`config.mk`:
```
export PLATFORM = sky130hd
export DESIGN_NAME = i2c_master_bit_sequencer_unit
export DESIGN_NICKNAME = d
export VERILOG_FILES = /design/src/hdl/i2cmbs_pkg.sv /design/src/hdl/i2cmbs_ctrl.sv /design/src/hdl/i2cmbs_datapath.sv /design/src/hdl/i2c_master_bit_sequencer_unit.sv
export SDC_FILE = /design/constraint.sdc
export NUM_CORES = 1
export LEC_CHECK = 0
export ABC_AREA = 1
export BUFFER_PORTS_ARGS = -buffer_cell sky130_fd_sc_hd__buf_2
export CORE_MARGIN = 5
export CORE_UTILIZATION = 60
export DETAILED_ROUTE_END_ITERATION = 7
export PLACE_DENSITY = 0.81
export REMOVE_ABC_BUFFERS = 1
export SYNTH_ARGS = -nofsm -noshare
export SYNTH_HDL_FRONTEND = slang
export SYNTH_SLANG_ARGS = --single-unit
```
`constraint.sdc`:
```
create_clock -name clock -period 4.2 [get_ports clock]
set_input_delay 0.42 -clock clock [delete_from_list [all_inputs] [get_ports clock]]
set_output_delay 0.42 -clock clock [all_outputs]
set_load 0.02 [all_outputs]
```
`src/hdl/i2cmbs_pkg.sv`:
```
// Shared types and the phase table of the I2C master bit sequencer.
// Used by i2cmbs_ctrl, i2cmbs_datapath and the top level; no dependencies.
package i2cmbs_pkg;

   localparam int TICK_W      = 16;
   localparam int IDX_W       = 6;
   localparam int BYTE_W      = 8;
   localparam logic [TICK_W-1:0] TICKS_RESET = 16'd10;

   typedef enum logic [1:0] {
      OP_START = 2'd0,
      OP_STOP  = 2'd1,
      OP_WRITE = 2'd2,
      OP_READ  = 2'd3
   } op_type;

   typedef enum logic [1:0] {
      ACT_HOLD = 2'd0,
      ACT_SCL  = 2'd1,
      ACT_SDA  = 2'd2
   } act_type;

   typedef enum logic [2:0] {
      ST_IDLE = 3'b001,
      ST_RUN  = 3'b010,
      ST_HOLD = 3'b100
   } state_type;

   typedef struct packed {
      act_type act;
      logic    val;
      logic    last;
      logic    shift;
   } phase_type;

   typedef struct packed {
      logic load;
      logic emit;
   } cmd_type;

   typedef struct packed {
      logic busy;
      logic done;
      logic last;
   } status_type;

   function automatic phase_type phase_decode(op_type op, logic [IDX_W-1:0] idx,
                                              logic tx_msb);
      phase_type p;
      p = '{act: ACT_HOLD, val: 1'b0, last: 1'b0, shift: 1'b0};
      unique case (op)
         OP_START: begin
            case (idx)
               6'd0: begin p.act = ACT_SCL; p.val = 1'b1; end
               6'd1: begin p.act = ACT_SDA; p.val = 1'b1; end
               6'd3: begin p.act = ACT_SDA; p.val = 1'b0; end
               6'd5: begin p.act = ACT_SCL; p.val = 1'b0; p.last = 1'b1; end
               default: p.act = ACT_HOLD;
            endcase
         end
         OP_STOP: begin
            case (idx)
               6'd0: begin p.act = ACT_SDA; p.val = 1'b0; end
               6'd2: begin p.act = ACT_SCL; p.val = 1'b1; end
               6'd4: begin p.act = ACT_SDA; p.val = 1'b1; p.last = 1'b1; end
               default: p.act = ACT_HOLD;
            endcase
         end
         OP_WRITE: begin
            case (idx[1:0])
               2'd0: begin p.act = ACT_SDA; p.val = idx[5] ? 1'b1 : tx_msb; end
               2'd1: begin p.act = ACT_SCL; p.val = 1'b1; end
               2'd3: begin
                  p.act   = ACT_SCL;
                  p.val   = 1'b0;
                  p.shift = ~idx[5];
                  p.last  = idx[5];
               end
               default: p.act = ACT_HOLD;
            endcase
         end
         OP_READ: begin
            if (idx == '0) begin
               p.act = ACT_SDA; p.val = 1'b1;
            end else begin
               p.act  = ACT_SCL;
               p.val  = idx[0];
               p.last = (idx == 6'd16);
            end
         end
      endcase
      return p;
   endfunction

endpackage

```
`src/hdl/i2cmbs_ctrl.sv`:
```
// Controller state machine of the I2C master bit sequencer.
// Depends on i2cmbs_pkg; drives the datapath through cmd_type.
module i2cmbs_ctrl
   import i2cmbs_pkg::*;
(
   input  logic       clock,
   input  logic       reset,
   input  logic       req_valid,
   output logic       req_ready,
   input  status_type status,
   output cmd_type    cmd
);

   state_type state_ff, state_in;

   always_ff @(posedge clock) begin
      if (reset) begin
         state_ff <= ST_IDLE;
      end else begin
         state_ff <= state_in;
      end
   end

   always_comb begin
      state_in  = state_ff;
      req_ready = 1'b0;
      cmd       = '0;
      unique case (state_ff)
         ST_IDLE: begin
            req_ready = 1'b1;
            if (req_valid) begin
               cmd.load = 1'b1;
               state_in = ST_RUN;
            end
         end
         ST_RUN: begin
            if (!status.busy) begin
               cmd.emit = 1'b1;
               state_in = ST_HOLD;
            end
         end
         ST_HOLD: begin
            if (status.done && !status.busy) begin
               state_in = status.last ? ST_IDLE : ST_RUN;
            end
         end
         default: state_in = ST_IDLE;
      endcase
   end

endmodule

```
`src/hdl/i2cmbs_datapath.sv`:
```
// Datapath of the I2C master bit sequencer: line levels, transmit shift register,
// receive register, phase counter, hold timer, config register and output word register.
// Depends on i2cmbs_pkg.
module i2cmbs_datapath
   import i2cmbs_pkg::*;
(
   input  logic              clock,
   input  logic              reset,
   input  cmd_type           cmd,
   output status_type        status,
   input  logic [1:0]        req_op,
   input  logic [BYTE_W-1:0] req_write_data,
   input  logic [BYTE_W-1:0] req_sda_samples,
   input  logic              req_ack_sample,
   input  logic              csr_valid,
   input  logic [TICK_W-1:0] csr_phase_ticks,
   output logic              rsp_valid,
   input  logic              rsp_ready,
   output logic              rsp_scl_release,
   output logic              rsp_sda_release,
   output logic              rsp_last_phase,
   output logic [BYTE_W-1:0] rsp_read_byte,
   output logic              rsp_nack
);

   op_type            op_ff;
   logic [BYTE_W-1:0] tx_ff, rx_ff;
   logic              ack_ff;
   logic [IDX_W-1:0]  idx_ff;
   logic              scl_ff, sda_ff, scl_in, sda_in;
   logic              last_ff;
   logic [TICK_W-1:0] ticks_ff, cnt_ff;
   logic              rsp_valid_ff;
   logic              rsp_scl_ff, rsp_sda_ff, rsp_last_ff, rsp_nack_ff;
   logic [BYTE_W-1:0] rsp_byte_ff;
   phase_type         ph;

   assign ph = phase_decode(op_ff, idx_ff, tx_ff[BYTE_W-1]);

   assign scl_in = (ph.act == ACT_SCL) ? ph.val : scl_ff;
   assign sda_in = (ph.act == ACT_SDA) ? ph.val : sda_ff;

   always_ff @(posedge clock) begin
      if (reset) begin
         scl_ff       <= 1'b1;
         sda_ff       <= 1'b1;
         idx_ff       <= '0;
         tx_ff        <= '0;
         last_ff      <= 1'b0;
         ticks_ff     <= TICKS_RESET;
         cnt_ff       <= '0;
         rsp_valid_ff <= 1'b0;
      end else begin
         if (csr_valid) begin
            ticks_ff <= csr_phase_ticks;
         end
         if (cmd.load) begin
            idx_ff  <= '0;
            tx_ff   <= req_write_data;
            last_ff <= 1'b0;
         end
         if (cmd.emit) begin
            scl_ff       <= scl_in;
            sda_ff       <= sda_in;
            last_ff      <= ph.last;
            idx_ff       <= ph.last ? '0 : idx_ff + 1'b1;
            cnt_ff       <= (ticks_ff == '0) ? '0 : ticks_ff - 1'b1;
            rsp_valid_ff <= 1'b1;
            if (ph.shift) begin
               tx_ff <= {tx_ff[BYTE_W-2:0], 1'b0};
            end
         end else begin
            if (cnt_ff != '0) begin
               cnt_ff <= cnt_ff - 1'b1;
            end
            if (rsp_ready) begin
               rsp_valid_ff <= 1'b0;
            end
         end
      end
   end

   // payload registers
   always_ff @(posedge clock) begin
      if (cmd.load) begin
         op_ff  <= op_type'(req_op);
         rx_ff  <= req_sda_samples;
         ack_ff <= req_ack_sample;
      end
      if (cmd.emit) begin
         rsp_scl_ff  <= scl_in;
         rsp_sda_ff  <= sda_in;
         rsp_last_ff <= ph.last;
         rsp_byte_ff <= (ph.last && op_ff == OP_READ) ? rx_ff : '0;
         rsp_nack_ff <= ph.last && op_ff == OP_WRITE && ack_ff;
      end
   end

   assign status.busy = rsp_valid_ff & ~rsp_ready;
   assign status.done = (cnt_ff == '0);
   assign status.last = last_ff;

   assign rsp_valid       = rsp_valid_ff;
   assign rsp_scl_release = rsp_scl_ff;
   assign rsp_sda_release = rsp_sda_ff;
   assign rsp_last_phase  = rsp_last_ff;
   assign rsp_read_byte   = rsp_byte_ff;
   assign rsp_nack        = rsp_nack_ff;

endmodule

```
`src/hdl/i2c_master_bit_sequencer_unit.sv`:
```
// I2C master bit sequencer. Each command word (start, stop, write byte,
// read byte) yields a run of bus-phase words: start 6, stop 5, write 36,
// read 17. Each phase word carries the SCL and SDA release levels; the
// final one flags last_phase and carries nack or read_byte. One command is
// processed at a time: each phase is held by the hold timer, loaded from
// phase_ticks, and longer while the previous phase word waits on rsp_ready;
// a command is taken only in the idle state. csr writes take effect
// on the next phase. Depends on i2cmbs_pkg, i2cmbs_ctrl, i2cmbs_datapath.
module i2c_master_bit_sequencer_unit
   import i2cmbs_pkg::*;
(
   input  logic              clock,
   input  logic              reset,
   input  logic              req_valid,
   output logic              req_ready,
   input  logic [1:0]        req_op,
   input  logic [BYTE_W-1:0] req_write_data,
   input  logic [BYTE_W-1:0] req_sda_samples,
   input  logic              req_ack_sample,
   output logic              rsp_valid,
   input  logic              rsp_ready,
   output logic              rsp_scl_release,
   output logic              rsp_sda_release,
   output logic              rsp_last_phase,
   output logic [BYTE_W-1:0] rsp_read_byte,
   output logic              rsp_nack,
   input  logic              csr_valid,
   output logic              csr_ready,
   input  logic [TICK_W-1:0] csr_phase_ticks
);

   cmd_type    cmd;
   status_type status;

   assign csr_ready = 1'b1;

   i2cmbs_ctrl u_ctrl (
      .clock     (clock),
      .reset     (reset),
      .req_valid (req_valid),
      .req_ready (req_ready),
      .status    (status),
      .cmd       (cmd)
   );

   i2cmbs_datapath u_datapath (
      .clock           (clock),
      .reset           (reset),
      .cmd             (cmd),
      .status          (status),
      .req_op          (req_op),
      .req_write_data  (req_write_data),
      .req_sda_samples (req_sda_samples),
      .req_ack_sample  (req_ack_sample),
      .csr_valid       (csr_valid),
      .csr_phase_ticks (csr_phase_ticks),
      .rsp_valid       (rsp_valid),
      .rsp_ready       (rsp_ready),
      .rsp_scl_release (rsp_scl_release),
      .rsp_sda_release (rsp_sda_release),
      .rsp_last_phase  (rsp_last_phase),
      .rsp_read_byte   (rsp_read_byte),
      .rsp_nack        (rsp_nack)
   );

endmodule
```
Yosys cells after proc, flatten, opt, wreduce, memory -nomap -nowiden --
Index checks and enable logic that the tools add are counted.
Storage, ports and cells: bits in registers 76, bits in latches 0, bits in writable memories 0, ROM bits 0, input port bits 40, output and inout bits 15, word-level logic and storage cells 102, memories kept 0
Operators by class: add/sub/neg operators 3, multipliers 0, div/mod/pow operators 0, order comparisons 0, equality and inequality tests 19, shift operators 0, mux-type cells 39, bitwise logic cells 3, reductions and logical operators 21
Operator list (count):
- $mux 16 | 3
- $logic_not 16->1 | 2
- $sub 16x1->16 const B | 2
- $mux 8 | 3
- $mux 1 | 18
- $mux 6 | 3
- $pmux 4 s4 | 1
- $reduce_bool 16->1 | 1
- $eq 6x2->1 const B | 2
- $eq 6x3->1 const B | 2
- $mux 3 | 4
- $pmux 2 s2 | 3
- $reduce_or 2->1 | 6
- $pmux 3 s3 | 1
- $eq 2x2->1 const B | 4
- $add 6x1->6 const B | 1
- $eq 2x1->1 const B | 3
- $eq 6x1->1 const B | 1
- $eq 6x5->1 const B | 1
- $logic_not 6->1 | 1
- $reduce_bool 2->1 | 3
- $logic_and 1x1->1 | 4
- $logic_not 2->1 | 2
- $mux 2 | 2
- 10 further kinds | 12

Depth between registers and ports, before layout --
Gate-level depths: netlist of run 1.
depth after elaboration 6, mapped depth 12, depth with buffers taken out 12

Cells and area by module --
From an unflattened synthesis of run 1, not the netlist that was laid out.
Unflattened totals: cells, all modules 573, area, all modules 4130.2 um^2
Modules (own cells, without submodules):
- i2cmbs_datapath | times used 1, cells each 535, area an instance 3898.7 um^2, sequential area each 1691.6 um^2
- i2cmbs_ctrl | times used 1, cells each 36, area an instance 220.2 um^2, sequential area each 60.1 um^2
- i2c_master_bit_sequencer_unit | times used 1, cells each 2, area an instance 11.3 um^2, sequential area each 0.0 um^2

Worst setup path after synthesis of run 1 --
OpenSTA, ideal clock, no wires.
path kind flip-flop to flip-flop, start point register u_ctrl.state_ff[1], end point register u_datapath.tx_ff[6], setup time 0.118 ns, data arrival time 1.515 ns, data required time 4.082 ns, setup slack 2.567 ns, cell stages (with the launch flop) 8, buffers on the path 1, period minus slack after synthesis 1.633 ns, cells stage by stage dfxtp_1 > nor3_2 > nand2_1 > inv_2 > buf_4 > o21ai_0 > o21ai_1 > a21oi_2
Between the ends: word-level cells in the longest chain between the ends 5, elaborated cells between the ends (all ways) 7, those cells by class eq/ne: 2; mux: 5
Ends and longest elaborated chain:
- from (decl) | line i2cmbs_ctrl.sv:14 | state_type state_ff, state_in;
- from (signal assigned) | line i2cmbs_ctrl.sv:20 | state_ff <= state_in;
- $eq 3x1->1 | line i2cmbs_ctrl.sv:28 | unique case (state_ff)
- $mux 1 | line i2cmbs_ctrl.sv:28
- $mux 8 | line i2cmbs_datapath.sv:57 | if (cmd.load) begin
- $mux 8 | line i2cmbs_datapath.sv:69 | if (ph.shift) begin
- $mux 8 * | line i2cmbs_datapath.sv:62 | if (cmd.emit) begin
- to (signal assigned) | line i2cmbs_datapath.sv:59 | tx_ff <= req_write_data;
- to (signal assigned) | line i2cmbs_datapath.sv:70 | tx_ff <= {tx_ff[BYTE_W-2:0], 1'b0};
- to (decl) | line i2cmbs_datapath.sv:27 | logic [BYTE_W-1:0] tx_ff, rx_ff;
Mark *: on every way between the ends. The rest lies on a longest branch, timed or not. A chain may end at the register's enable or synchronous reset.

Worst setup path after layout of run 1 --
start point register u_ctrl.state_ff[0], end point register u_datapath.cnt_ff[3]
Between the ends: word-level cells in the longest chain between the ends 3, elaborated cells between the ends (all ways) 4, those cells by class eq/ne: 1; mux: 2; reduce/logical: 1
Ends and longest elaborated chain:
- $eq 3x2->1 * | line i2cmbs_ctrl.sv:28
- $mux 1 * | line i2cmbs_ctrl.sv:28
- $mux 16 or $reduce_bool 2->1 (tied branches)
- to (signal assigned) | line i2cmbs_datapath.sv:67 | cnt_ff <= (ticks_ff == '0) ? '0 : ticks_ff - 1'b1;
- to (signal assigned) | line i2cmbs_datapath.sv:74 | cnt_ff <= cnt_ff - 1'b1;
- to (decl) | line i2cmbs_datapath.sv:32 | logic [TICK_W-1:0] ticks_ff, cnt_ff;
Marked as above.

==> results.env, run 1 <==
RR_ENDPOINT='u_datapath.cnt_ff[3]'
WORST_PATH_LARGEST_CELL_DELAY_NS=0.39
SEQUENTIAL_CELL_AREA_FRACTION_IN_THE_YOSYS_REPORT_PCT=42.45
CRITICAL-PATH-SLOWEST-CELL='buf_4'
PWR_DENSITY_CELL_nW_PER_UM2=564.5
DRC=0
SETUP_VIOLATIONS=0
SYNTH_AREA_UM2=4126
DP_SLACK_NS=1.762
CRITPATHBUFINV=3
YOSYS_REGISTER_BITS=76
FIRST_PASS_ITERS=4
ENDPOINT_CLASS_OF_THE_CRITICAL_PATH='flop'
DETAIL_ROUTE.WL_PER_CELL_UM=13.30
WORSTREGTOREGCELLS=8
POST_SYNTH_MAIN_AREA_CONTRIBUTORS='dfxtp_1, edfxtp_1, nand2_1'
POST-PLACE-CELLS=698
FINAL.SETUP_SKEW_NS=0.01317
DETAIL_ROUTE.WIRELENGTH_UM=9496
RSZ0062_AT_GRT='false'
OUTCOME='complete, no violations'
HP-START='req_sda_samples[0]'
POWER.LEAKAGE_nW=2.129
FINALCOREUTILIZATION_PCT=68.65
LAYOUT_SETUP_WS_NS=1.826
MEAN_INSTANCE_SIZE_IN_THE_SYNTHESIZED_NETLIST_UM2=7.115
CLOCK-ROOT-BUFFER='clkbuf_8'
TRANSITION_TIME_OF_THE_TIGHTEST_SLEW_CHECK_PIN_NS=0.7595
PLACE.GP.CONGESTION=0.9023
DRT-VIAS-PER-INSTANCE=5.535
CTSHTREEMAXLEVEL=3
CP_DATA_ARRIVAL_TIME_NS=2.65
MAX-VDD-IR-DROP_uV=287.2
DETAILEDPLACEMENTHPWL_UM=7070
MIN_PATH_CELLS=1
FINAL_NETS=678
FP.DIEAREA_UM2=8636
GRT.OVERFLOW.TOTAL=0
CORE_UM2=6756
LAYOUTNONFILLERINSTCOUNT=714
SYN2LAYOUT_AREA_GROWTH_PCT=12.40
VIAS_IN_THE_FIRST_GLOBAL_ROUTE=3719
CRIT_FAMILY='simple AND/OR/NAND/NOR gates'
WORST_HOLD_PATH.ENDPOINT='u_datapath.rx_ff[0]'
TIMING.RR.START='u_ctrl.state_ff[0]'
POSTROUTEANTENNANETS=0
SYNTH_AREA_LEADER_CELL='dfxtp_1'
BIGGEST_FANOUT_ALONG_THE_WORST_TIMING_PATH=37
GRT_MAX_DEGREE=38
TIMING.MAX_CAP.VIOLATIONS=0
SYNTH-EDFF-COUNT=23
FF_LATCH_AREA_UM2=1752
SHARE_OF_THE_SYNTHESIZED_AREA_IN_THE_TOP_CELL_TYPE_PCT=25.71
NUMBER_OF_INSTANCES_IN_THE_SYNTHESIZED_NETLIST=580
FIN_AREA_UM2=4638
PATH_CLK_SLEW_NS=0.08
MAXCLOCKFREQUENCY_MHz=421.2
GROUTE.USAGE.OVERALL_PCT=23.01
TIMING_HOLD_VIOLATIONS_FINAL=0
DATA_REQUIRED_TIME_OF_THE_CRITICAL_PATH_NS=4.47
BUFFER_PORTS.INSERTED=53
DPL_CELL_AREA_UM2=4415
DESIGN_POWER_TOTAL_mW=2.618
DIE_W_UM=92.93
CP-START-KIND='flop'
GRT_FIRST_PASS_WIRELENGTH_UM=15970
IOS=55
CTS.SINK_COUNT=76
FINAL_LAYOUT_SIZE_SUFFIX_GT1_SHARE_PCT=14.04
LAYOUT_WORST_PATH_CYCLE_SHARE_PCT=56.52
YOSYS_WARNINGS=0
FILLERS=596
DIEHEIGHT_UM=92.93
WORST_SKEW_PAIR.LATE_LATENCY_NS=0.36
VIA_COUNT=3952
CTS_SETUP_BUFFERS=0
CTS_BUFFERS=9
INSERTEDDIODECOUNT=0
TIMING.HOLD.WS_NS=0.2383
LAYOUT.CELLS.MOST_COMMON='nand2_1'
CTS_HOLD_BUF=0
CLK_PATH_BUF_DEPTH=2
ANTENNA_FOUND_INITIAL=0
MOST_FREQUENT_CELLS_IN_THE_LAYOUT='nand2_1, nor2_1, inv_1'
SYNTH.LIB_CELLS_USED.DISTINCT=32
CTS_TREE='yes'
ORDERED_CELL_LIST_FOR_THE_CRITICAL_PATH='inv_1 > nand3_2 > nor2_4 > buf_4 > inv_2 > nand3_1 > nand2_1 > a31oi_1'
MULTI_INPUT_COMB_AREA_UM2=1968
HEADROOM_TO_THE_MAX_SLEW_LIMIT_PCT=49.31
INITIAL_CORE_UTIL_PCT=61.07
CTS-RESIZED-GATES=0
WORST-R2R-SETUP-SLACK_NS=1.83
SLEW_VIOL_FINAL=0
SYNTH-ASYNC-RESET-RATIO_PCT=0
CRITICAL_PATH_CLASS='reg -> reg'
YOSYS_MOST_USED_DFF='dfxtp_1'
PERIOD_MINUS_SLACK_NS=2.374
FINALSETUPTNS_NS=0
DRT-INITIAL-DRC-COUNT=211
WORSTHOLDPATHTYPE='in -> reg'
NUM_ROWS=30
-- Yosys cell counts, types with 4 or more instances --
cell,n
ha_1,9
buf_2,7
nand3_1,44
o21ai_1,4
o21ai_0,49
a31oi_1,6
dfxtp_1,53
nand4_1,14
clkbuf_1,6
inv_1,81
a21oi_1,36
nor2_1,85
nor3_1,7
inv_2,5
edfxtp_1,23
nand2_1,116
xor2_1,11
-- logic make-up after synthesis --
kind of cell / count (synthesis) / share of synthesized area (%)
and+or+nand+nor: 282 / 29.99
buffers and inverters: 102 / 9.854
AOI/OAI and AO/OA: 98 / 12.34
DFF: 76 / 42.45
xor gates and xnor gates: 12 / 2.547
adders and majority gates: 9 / 2.729
other: 1 / 0.09088
-- metal layers --
layer,wire (µm),GRT usage (%)
met4,376,13.55
met3,536,4.305
met2,4686,38.69
met1,3898,27.23
met5,0,0
-- where the power goes --
group	total (mW)	internal, mW	switching [mW]
combinational	0.989	0.339	0.650
sequential	1.00	0.915	0.0874
clock	0.627	0.339	0.288
total	2.62	1.59	1.03
-- registers in the layout (all words and copies together), names as in the netlist --
register,count
u_ctrl.state_ff,3
u_datapath.ack_ff,1
u_datapath.cnt_ff,16
u_datapath.idx_ff,6
u_datapath.last_ff,1
u_datapath.op_ff,2
u_datapath.rsp_last_phase,1
u_datapath.rsp_nack,1
u_datapath.rsp_read_byte,8
u_datapath.rsp_scl_release,1
u_datapath.rsp_sda_release,1
u_datapath.rsp_valid,1
u_datapath.rx_ff,8
u_datapath.scl_ff,1
u_datapath.sda_ff,1
u_datapath.ticks_ff,16
u_datapath.tx_ff,8
-- how the worst max path moves through the flow --
stage / start / end / depth (start not counted)
after CTS: u_ctrl.state_ff[0] / u_datapath.cnt_ff[3] / 8
final: u_ctrl.state_ff[0] / u_datapath.cnt_ff[3] / 8
after detailed placement: rsp_ready / u_datapath.cnt_ff[7] / 8
after global routing: u_ctrl.state_ff[0] / u_datapath.cnt_ff[11] / 8
after floorplan: u_datapath.rsp_valid / u_datapath.cnt_ff[11] / 7
after global placement: rsp_ready / u_datapath.cnt_ff[8] / 8
-- final cells by class --
cell class	instances	share of cell area, %
multi-input combinational	402	42.43
sequential	76	37.77
inverter	86	6.960
timing repair buffer	54	5.881
clock buffer	9	2.671
tap	80	2.158
clock inverter	7	2.131
Note: power is estimated with default switching activity, not from simulation.
==> run 2: changes to the inputs <==
- CORE_UTILIZATION: 60 -> 52
- PLACE_DENSITY: 0.81 -> 0.74
- clock period: 4.2 -> 1.9 ns (I/O delays scaled with it)
==> run 2 against run 1 <==
- global-route usage fell by 2.2 points
- total power increased by 120%
- flip-flop and latch count did not move
- worst hold slack worse by 0.22 ns
- maximum frequency grew 34%
- final area up 4.8%
- sequential power up 120%
- first-iteration DRC count fell by 21%
- critical path type unchanged
- critical endpoint is now u_datapath.rsp_scl_release
- largest power group is now combinational logic
==> results.env, run 2 (synthesis results as in run 1) <==
TIMING_HOLD_VIOLATIONS_FINAL=0  # unchanged
CP-START-KIND='flop'
SLEW_VIOL_FINAL=0  # unchanged
ENDPOINT_CLASS_OF_THE_CRITICAL_PATH='flop'
CLK_PATH_BUF_DEPTH=2  # unchanged
POSTROUTEANTENNANETS=0  # unchanged
IOS=55  # unchanged
GRT_MAX_DEGREE=37  # -2.6%
DESIGN_POWER_TOTAL_mW=5.873  # +120%
NUM_ROWS=32  # +6.7%
LARGESTREGISTERS='u_datapath.cnt_ff x16, u_datapath.ticks_ff x16'
SYN2LAYOUT_AREA_GROWTH_PCT=17.83
WORST_PATH_LARGEST_CELL_DELAY_NS=0.38  # about the same
FINAL_LAYOUT_SIZE_SUFFIX_GT1_SHARE_PCT=16.49  # +2.5 points
PLACE.GP.CONGESTION=0.8932  # -1.0%
DRT-VIAS-PER-INSTANCE=5.091  # -8.0%
PWR_DENSITY_CELL_nW_PER_UM2=1208  # +110%
FIRST_PASS_ITERS=5  # +1
DETAIL_ROUTE.WIRELENGTH_UM=9597  # +1.1%
POWER.LEAKAGE_nW=2.223  # +4.4%
CTSHTREEMAXLEVEL=3  # unchanged
DATA_REQUIRED_TIME_OF_THE_CRITICAL_PATH_NS=2.01  # -2.46 ns
FILLERS=713  # +20%
DRC=0  # unchanged
DP_SLACK_NS=0.02397  # -1.738 ns
VIA_COUNT=3854  # -2.5%
PERIOD_MINUS_SLACK_NS=1.774  # -0.6000 ns
INITIAL_CORE_UTIL_PCT=53.40  # -7.7 points
MAXCLOCKFREQUENCY_MHz=563.7  # +34%
DRT-INITIAL-DRC-COUNT=166  # -21%
VIAS_IN_THE_FIRST_GLOBAL_ROUTE=3763  # +1.2%
POST-PLACE-CELLS=732  # +4.9%
LAYOUTNONFILLERINSTCOUNT=757  # +6.0%
CTS_SETUP_BUFFERS=0  # unchanged
LAYOUT_WORST_PATH_CYCLE_SHARE_PCT=93.37  # +37 points
MAX-VDD-IR-DROP_uV=573.7  # +100%
CRITICAL_PATH_CLASS='reg -> reg'
CTS_BUFFERS=9  # unchanged
BUFFER_PORTS.INSERTED=53  # unchanged
WORSTHOLDPATHTYPE='in -> reg'
WORST_SKEW_PAIR.LATE_LATENCY_NS=0.36  # about the same
ANTENNA_FOUND_INITIAL=0  # unchanged
FINAL.SETUP_SKEW_NS=0.01212  # -0.001058 ns
PATH_CLK_SLEW_NS=0.09  # about the same
DIE_W_UM=99.08  # +6.6%
CLOCK-ROOT-BUFFER='clkbuf_8'
CTS.SINK_COUNT=76  # unchanged
SETUP_VIOLATIONS=0  # unchanged
BIGGEST_FANOUT_ALONG_THE_WORST_TIMING_PATH=7  # -81%
FINALSETUPTNS_NS=0  # unchanged
CRITICAL_PATH.MOST_COMMON_CELL='nand2_1'
LAYOUT_SETUP_WS_NS=0.1260  # -1.700 ns
MOST_FREQUENT_CELLS_IN_THE_LAYOUT='nand2_1, nor2_1, inv_1'
GRT.OVERFLOW.TOTAL=0  # unchanged
DETAIL_ROUTE.WL_PER_CELL_UM=12.68  # -4.7%
FP.DIEAREA_UM2=9817  # +14%
FINAL_NETS=699  # +3.1%
DIEHEIGHT_UM=99.08  # +6.6%
INSERTEDDIODECOUNT=0  # unchanged
TRANSITION_TIME_OF_THE_TIGHTEST_SLEW_CHECK_PIN_NS=0.6688  # -0.09072 ns
CTS_TREE='yes'
RSZ0062_AT_GRT='false'
CORE_UM2=7727  # +14%
LAYOUT.CELLS.MOST_COMMON='nand2_1'
CRITICAL-PATH-SLOWEST-CELL='dfxtp_1'
DETAILEDPLACEMENTHPWL_UM=7093  # +0.32%
HEADROOM_TO_THE_MAX_SLEW_LIMIT_PCT=55.37  # +6.1 points
CP_DATA_ARRIVAL_TIME_NS=1.89  # -0.76 ns
OUTCOME='complete, no violations'
TIMING.MAX_CAP.VIOLATIONS=0  # unchanged
GRT_FIRST_PASS_WIRELENGTH_UM=16700  # +4.6%
ORDERED_CELL_LIST_FOR_THE_CRITICAL_PATH='nor2_1 > nand2_1 > nor2_1 > nor2_2 > nand3_1 > nand2_1 > inv_1 > nand2_1 > and2_1'
GROUTE.USAGE.OVERALL_PCT=20.82  # -2.2 points
## run 2: cell types whose count changed in the layout (fill, tap and decap cells not counted), moves of 2 or more
cell,change
nor2_2,+2
nor2_1,-2
buf_4,+12
inv_6,+2
clkinv_4,-2
dlygate4sd3_1,+9
dfxtp_1,-2
## run 2: final timing paths
path	from	to	slack, ns	cells after the start
worst max-delay path	u_datapath.idx_ff[2]	u_datapath.rsp_scl_release	0.13	9
worst min-delay path	req_sda_samples[7]	u_datapath.rx_ff[7]	0.02	1
worst max register to register	u_datapath.idx_ff[2]	u_datapath.rsp_scl_release	0.13	9
worst min register to register	u_datapath.tx_ff[4]	u_datapath.tx_ff[5]	0.46	2
## run 2: worst max-delay path, delay by kind of cell (launching register included)
| kind | cells | cell delay [ns] |
|---|---|---|
| and+or+nand+nor | 8 | 1.11 |
| DFF | 1 | 0.38 |
| buffers and inverters | 1 | 0.05 |
## run 2: metrics by stage
| step | hold slack, ns | utilization (%) | instance area (µm²) |
|---|---|---|---|
| after detailed placement | 0.3681 | 58.66 | 4533 |
| after floorplan | 0.2591 | - | 4043 |
| final | 0.01714 | 62.92 | 4862 |
| after CTS | 0.009031 | 62.76 | 4850 |
| after global routing | 0.001530 | 62.92 | 4862 |
| after global placement | 0.3666 | 58.66 | 4533 |
## run 2: power breakdown
part           switching (mW)  internal [mW]
combinational            1.43          0.805
sequential              0.192           2.02
clock                   0.661          0.758
total                    2.29           3.59
## run 2: routing by layer
metal / share of wire [%] / GRT usage [%]
met1: 45 / 25.17
met2: 50 / 36.88
met3: 4.4 / 3.609
met4: 1.6 / 7.668
met5: 0 / 0
## run 2: cell type report
type | instances | area [µm²] | area share [%]
repair buffers | 75 | 452.9 | 9.315
flip-flops and latches | 76 | 1757 | 36.13
clock inverters | 7 | 102.6 | 2.110
multi-input cells | 402 | 1976 | 40.63
well taps | 102 | 127.6 | 2.625
inverters | 86 | 322.8 | 6.639
clock buffers | 9 | 123.9 | 2.548
## run 2: repair_timing
item,in CTS,in global routing
hold buffers,9,0
setup endpoints to repair,0,8
resized for setup,0,7
hold endpoints to repair,9,0
==> run 3: changes to the inputs <==
- CORE_MARGIN: 5 -> 4
==> run 3 against run 2 <==
- flip-flop and latch count is the same
- core utilization up 0.68 points
- non-clock buffer count is 7 higher
- routed wire length down 1.1%
- critical path depth unchanged
- register-to-register slack improved by 0.03 ns
- sequential share of layout area is 0.46 points lower
- count of clock-buffer cells in the layout is the same
- worst hold slack gained 0.040 ns
- combinational power is essentially flat
- cell count rose by 0.92%
- largest cell class unchanged
==> results.env, run 3 (synthesis results as in run 1) <==
SYN2LAYOUT_AREA_GROWTH_PCT=19.10
FINAL_LAYOUT_SIZE_SUFFIX_GT1_SHARE_PCT=16.92  # +0.43 points
MAXCLOCKFREQUENCY_MHz=571.8  # +1.4%
FP.DIEAREA_UM2=9425  # -4.0%
MAX-VDD-IR-DROP_uV=490.6  # -14%
FILLERS=675  # -5.3%
FINAL.SETUP_SKEW_NS=0.009840  # -0.002277 ns
CRITICAL-PATH-SLOWEST-CELL='dfxtp_1'
CP-START-KIND='flop'
BUFFER_PORTS.INSERTED=53  # unchanged
GRT_MAX_DEGREE=37  # unchanged
WORST_PATH_LARGEST_CELL_DELAY_NS=0.37  # about the same
TIMING_HOLD_VIOLATIONS_FINAL=0  # unchanged
DETAIL_ROUTE.WL_PER_CELL_UM=12.42  # -2.0%
CTS_TREE='yes'
GRT.OVERFLOW.TOTAL=0  # unchanged
DRT-VIAS-PER-INSTANCE=5.079  # -0.25%
DETAILEDPLACEMENTHPWL_UM=6803  # -4.1%
IOS=55  # unchanged
DATA_REQUIRED_TIME_OF_THE_CRITICAL_PATH_NS=2.01  # about the same
FINALSETUPTNS_NS=0  # unchanged
WORST_SKEW_PAIR.LATE_LATENCY_NS=0.35  # about the same
SLEW_VIOL_FINAL=0  # unchanged
GRT_FIRST_PASS_WIRELENGTH_UM=16320  # -2.3%
CTS_BUFFERS=9  # unchanged
VIAS_IN_THE_FIRST_GLOBAL_ROUTE=3704  # -1.6%
PERIOD_MINUS_SLACK_NS=1.749  # -0.02521 ns
INITIAL_CORE_UTIL_PCT=53.40  # unchanged
DIEHEIGHT_UM=97.08  # -2.0%
TRANSITION_TIME_OF_THE_TIGHTEST_SLEW_CHECK_PIN_NS=0.6528  # -0.01594 ns
CP_DATA_ARRIVAL_TIME_NS=1.86  # -0.03 ns
CTS.SINK_COUNT=76  # unchanged
PWR_DENSITY_CELL_nW_PER_UM2=1193  # -1.2%
CLOCK-ROOT-BUFFER='clkbuf_8'
LAYOUT_WORST_PATH_CYCLE_SHARE_PCT=92.04  # -1.3 points
BIGGEST_FANOUT_ALONG_THE_WORST_TIMING_PATH=7  # unchanged
FIRST_PASS_ITERS=5  # unchanged
CTSHTREEMAXLEVEL=3  # unchanged
POSTROUTEANTENNANETS=0  # unchanged
RSZ0062_AT_GRT='false'
LAYOUT.CELLS.MOST_COMMON='nand2_1'
DRT-INITIAL-DRC-COUNT=250  # +51%
PLACE.GP.CONGESTION=0.8597  # -3.8%
OUTCOME='complete, no violations'
MOST_FREQUENT_CELLS_IN_THE_LAYOUT='nand2_1, nor2_1, inv_1'
FF_LATCH_AREA_UM2=1753  # -0.21%
NUM_ROWS=32  # unchanged
DRC=0  # unchanged
MULTI_INPUT_COMB_AREA_UM2=1978  # +0.13%
CRITICAL_PATH_CLASS='reg -> reg'
TIMING.HOLD.WS_NS=0.05720  # +0.04006 ns
CLK_PATH_BUF_DEPTH=2  # unchanged
DETAIL_ROUTE.WIRELENGTH_UM=9488  # -1.1%
CORE_UM2=7727  # unchanged
ANTENNA_FOUND_INITIAL=0  # unchanged
TIMING.MAX_CAP.VIOLATIONS=0  # unchanged
LARGESTREGISTERS='u_datapath.cnt_ff x16, u_datapath.ticks_ff x16'
GROUTE.USAGE.OVERALL_PCT=20.77  # -0.054 points
VIA_COUNT=3880  # +0.67%
DIE_W_UM=97.08  # -2.0%
HEADROOM_TO_THE_MAX_SLEW_LIMIT_PCT=56.43  # +1.1 points
ORDERED_CELL_LIST_FOR_THE_CRITICAL_PATH='nor2_1 > nand2_1 > nor2_1 > nor2_1 > nand3_1 > nand2_1 > inv_1 > nand2_1 > and2_1'
ENDPOINT_CLASS_OF_THE_CRITICAL_PATH='flop'
SETUP_VIOLATIONS=0  # unchanged
WORSTHOLDPATHTYPE='in -> reg'
CRIT_FAMILY='simple AND/OR/NAND/NOR gates'
POWER.LEAKAGE_nW=2.253  # +1.3%
PATH_CLK_SLEW_NS=0.08  # about the same
FINAL_NETS=706  # +1.0%
INSERTEDDIODECOUNT=0  # unchanged
CRITPATHBUFINV=1  # unchanged
run 3: changes by cell type in the layout (fill, tap and decap cells not counted), sizes merged:
cell	delta
buf	+5
clkinv	+4
inv	-3
dlygate4sd3	+2
clkinvlp	-1
run 3: layer usage:
metal  GRT usage (%)  routed length (µm)
met1           25.67                4253
met4           6.587                 146
met3           4.020                 441
met2           36.41                4646
met5               0                   0
run 3: through the flow:
step                      area (µm²)  total power [mW]  worst slack [ns]  util [%]  std cells
final                           4915             5.864            0.1512     63.60        764
after global routing            4915             6.371          0.001589     63.60        764
after CTS                       4871             5.858           0.05037     63.03        760
after detailed placement        4548             4.452           0.05689     58.86        734
after global placement          4548             4.391            0.1680     58.86        734
after floorplan                 4043             3.877           -0.1543         -        564
run 3: layout make-up:
type,instances,share of cell area [%]
clock buffer,9,2.520
clock inverter,7,2.011
inverter,86,6.568
multi-input combinational,402,40.25
sequential,76,35.67
tap,102,2.597
timing repair buffer,82,10.39
run 3: where the power goes:
part	switching, mW	internal (mW)
Sequential	0.193	2.02
Combinational	1.43	0.833
Clock	0.640	0.747
run 3: worst paths after layout:
kind | to | start | slack, ns | cells after the start
max | u_datapath.rsp_scl_release | u_datapath.idx_ff[2] | 0.15 | 9
max reg2reg | u_datapath.rsp_scl_release | u_datapath.idx_ff[2] | 0.15 | 9
min reg2reg | u_datapath.tx_ff[4] | u_datapath.tx_ff[3] | 0.45 | 2
min | u_datapath.ticks_ff[3] | csr_phase_ticks[3] | 0.06 | 3
run 3: worst min-delay path: cells and delay by family:
family | cells | cell delay (ns)
AOI/OAI and AO/OA | 2 | 0.11
buffers and inverters | 1 | 0.08
run 3: repair_timing:
action / 4_1_cts / 5_1_grt
buffers inserted: 0 / 3
endpoints found under the hold margin: 10 / 1
gates resized for setup: 0 / 6
setup endpoints to repair: 0 / 8
hold buffers: 10 / 1
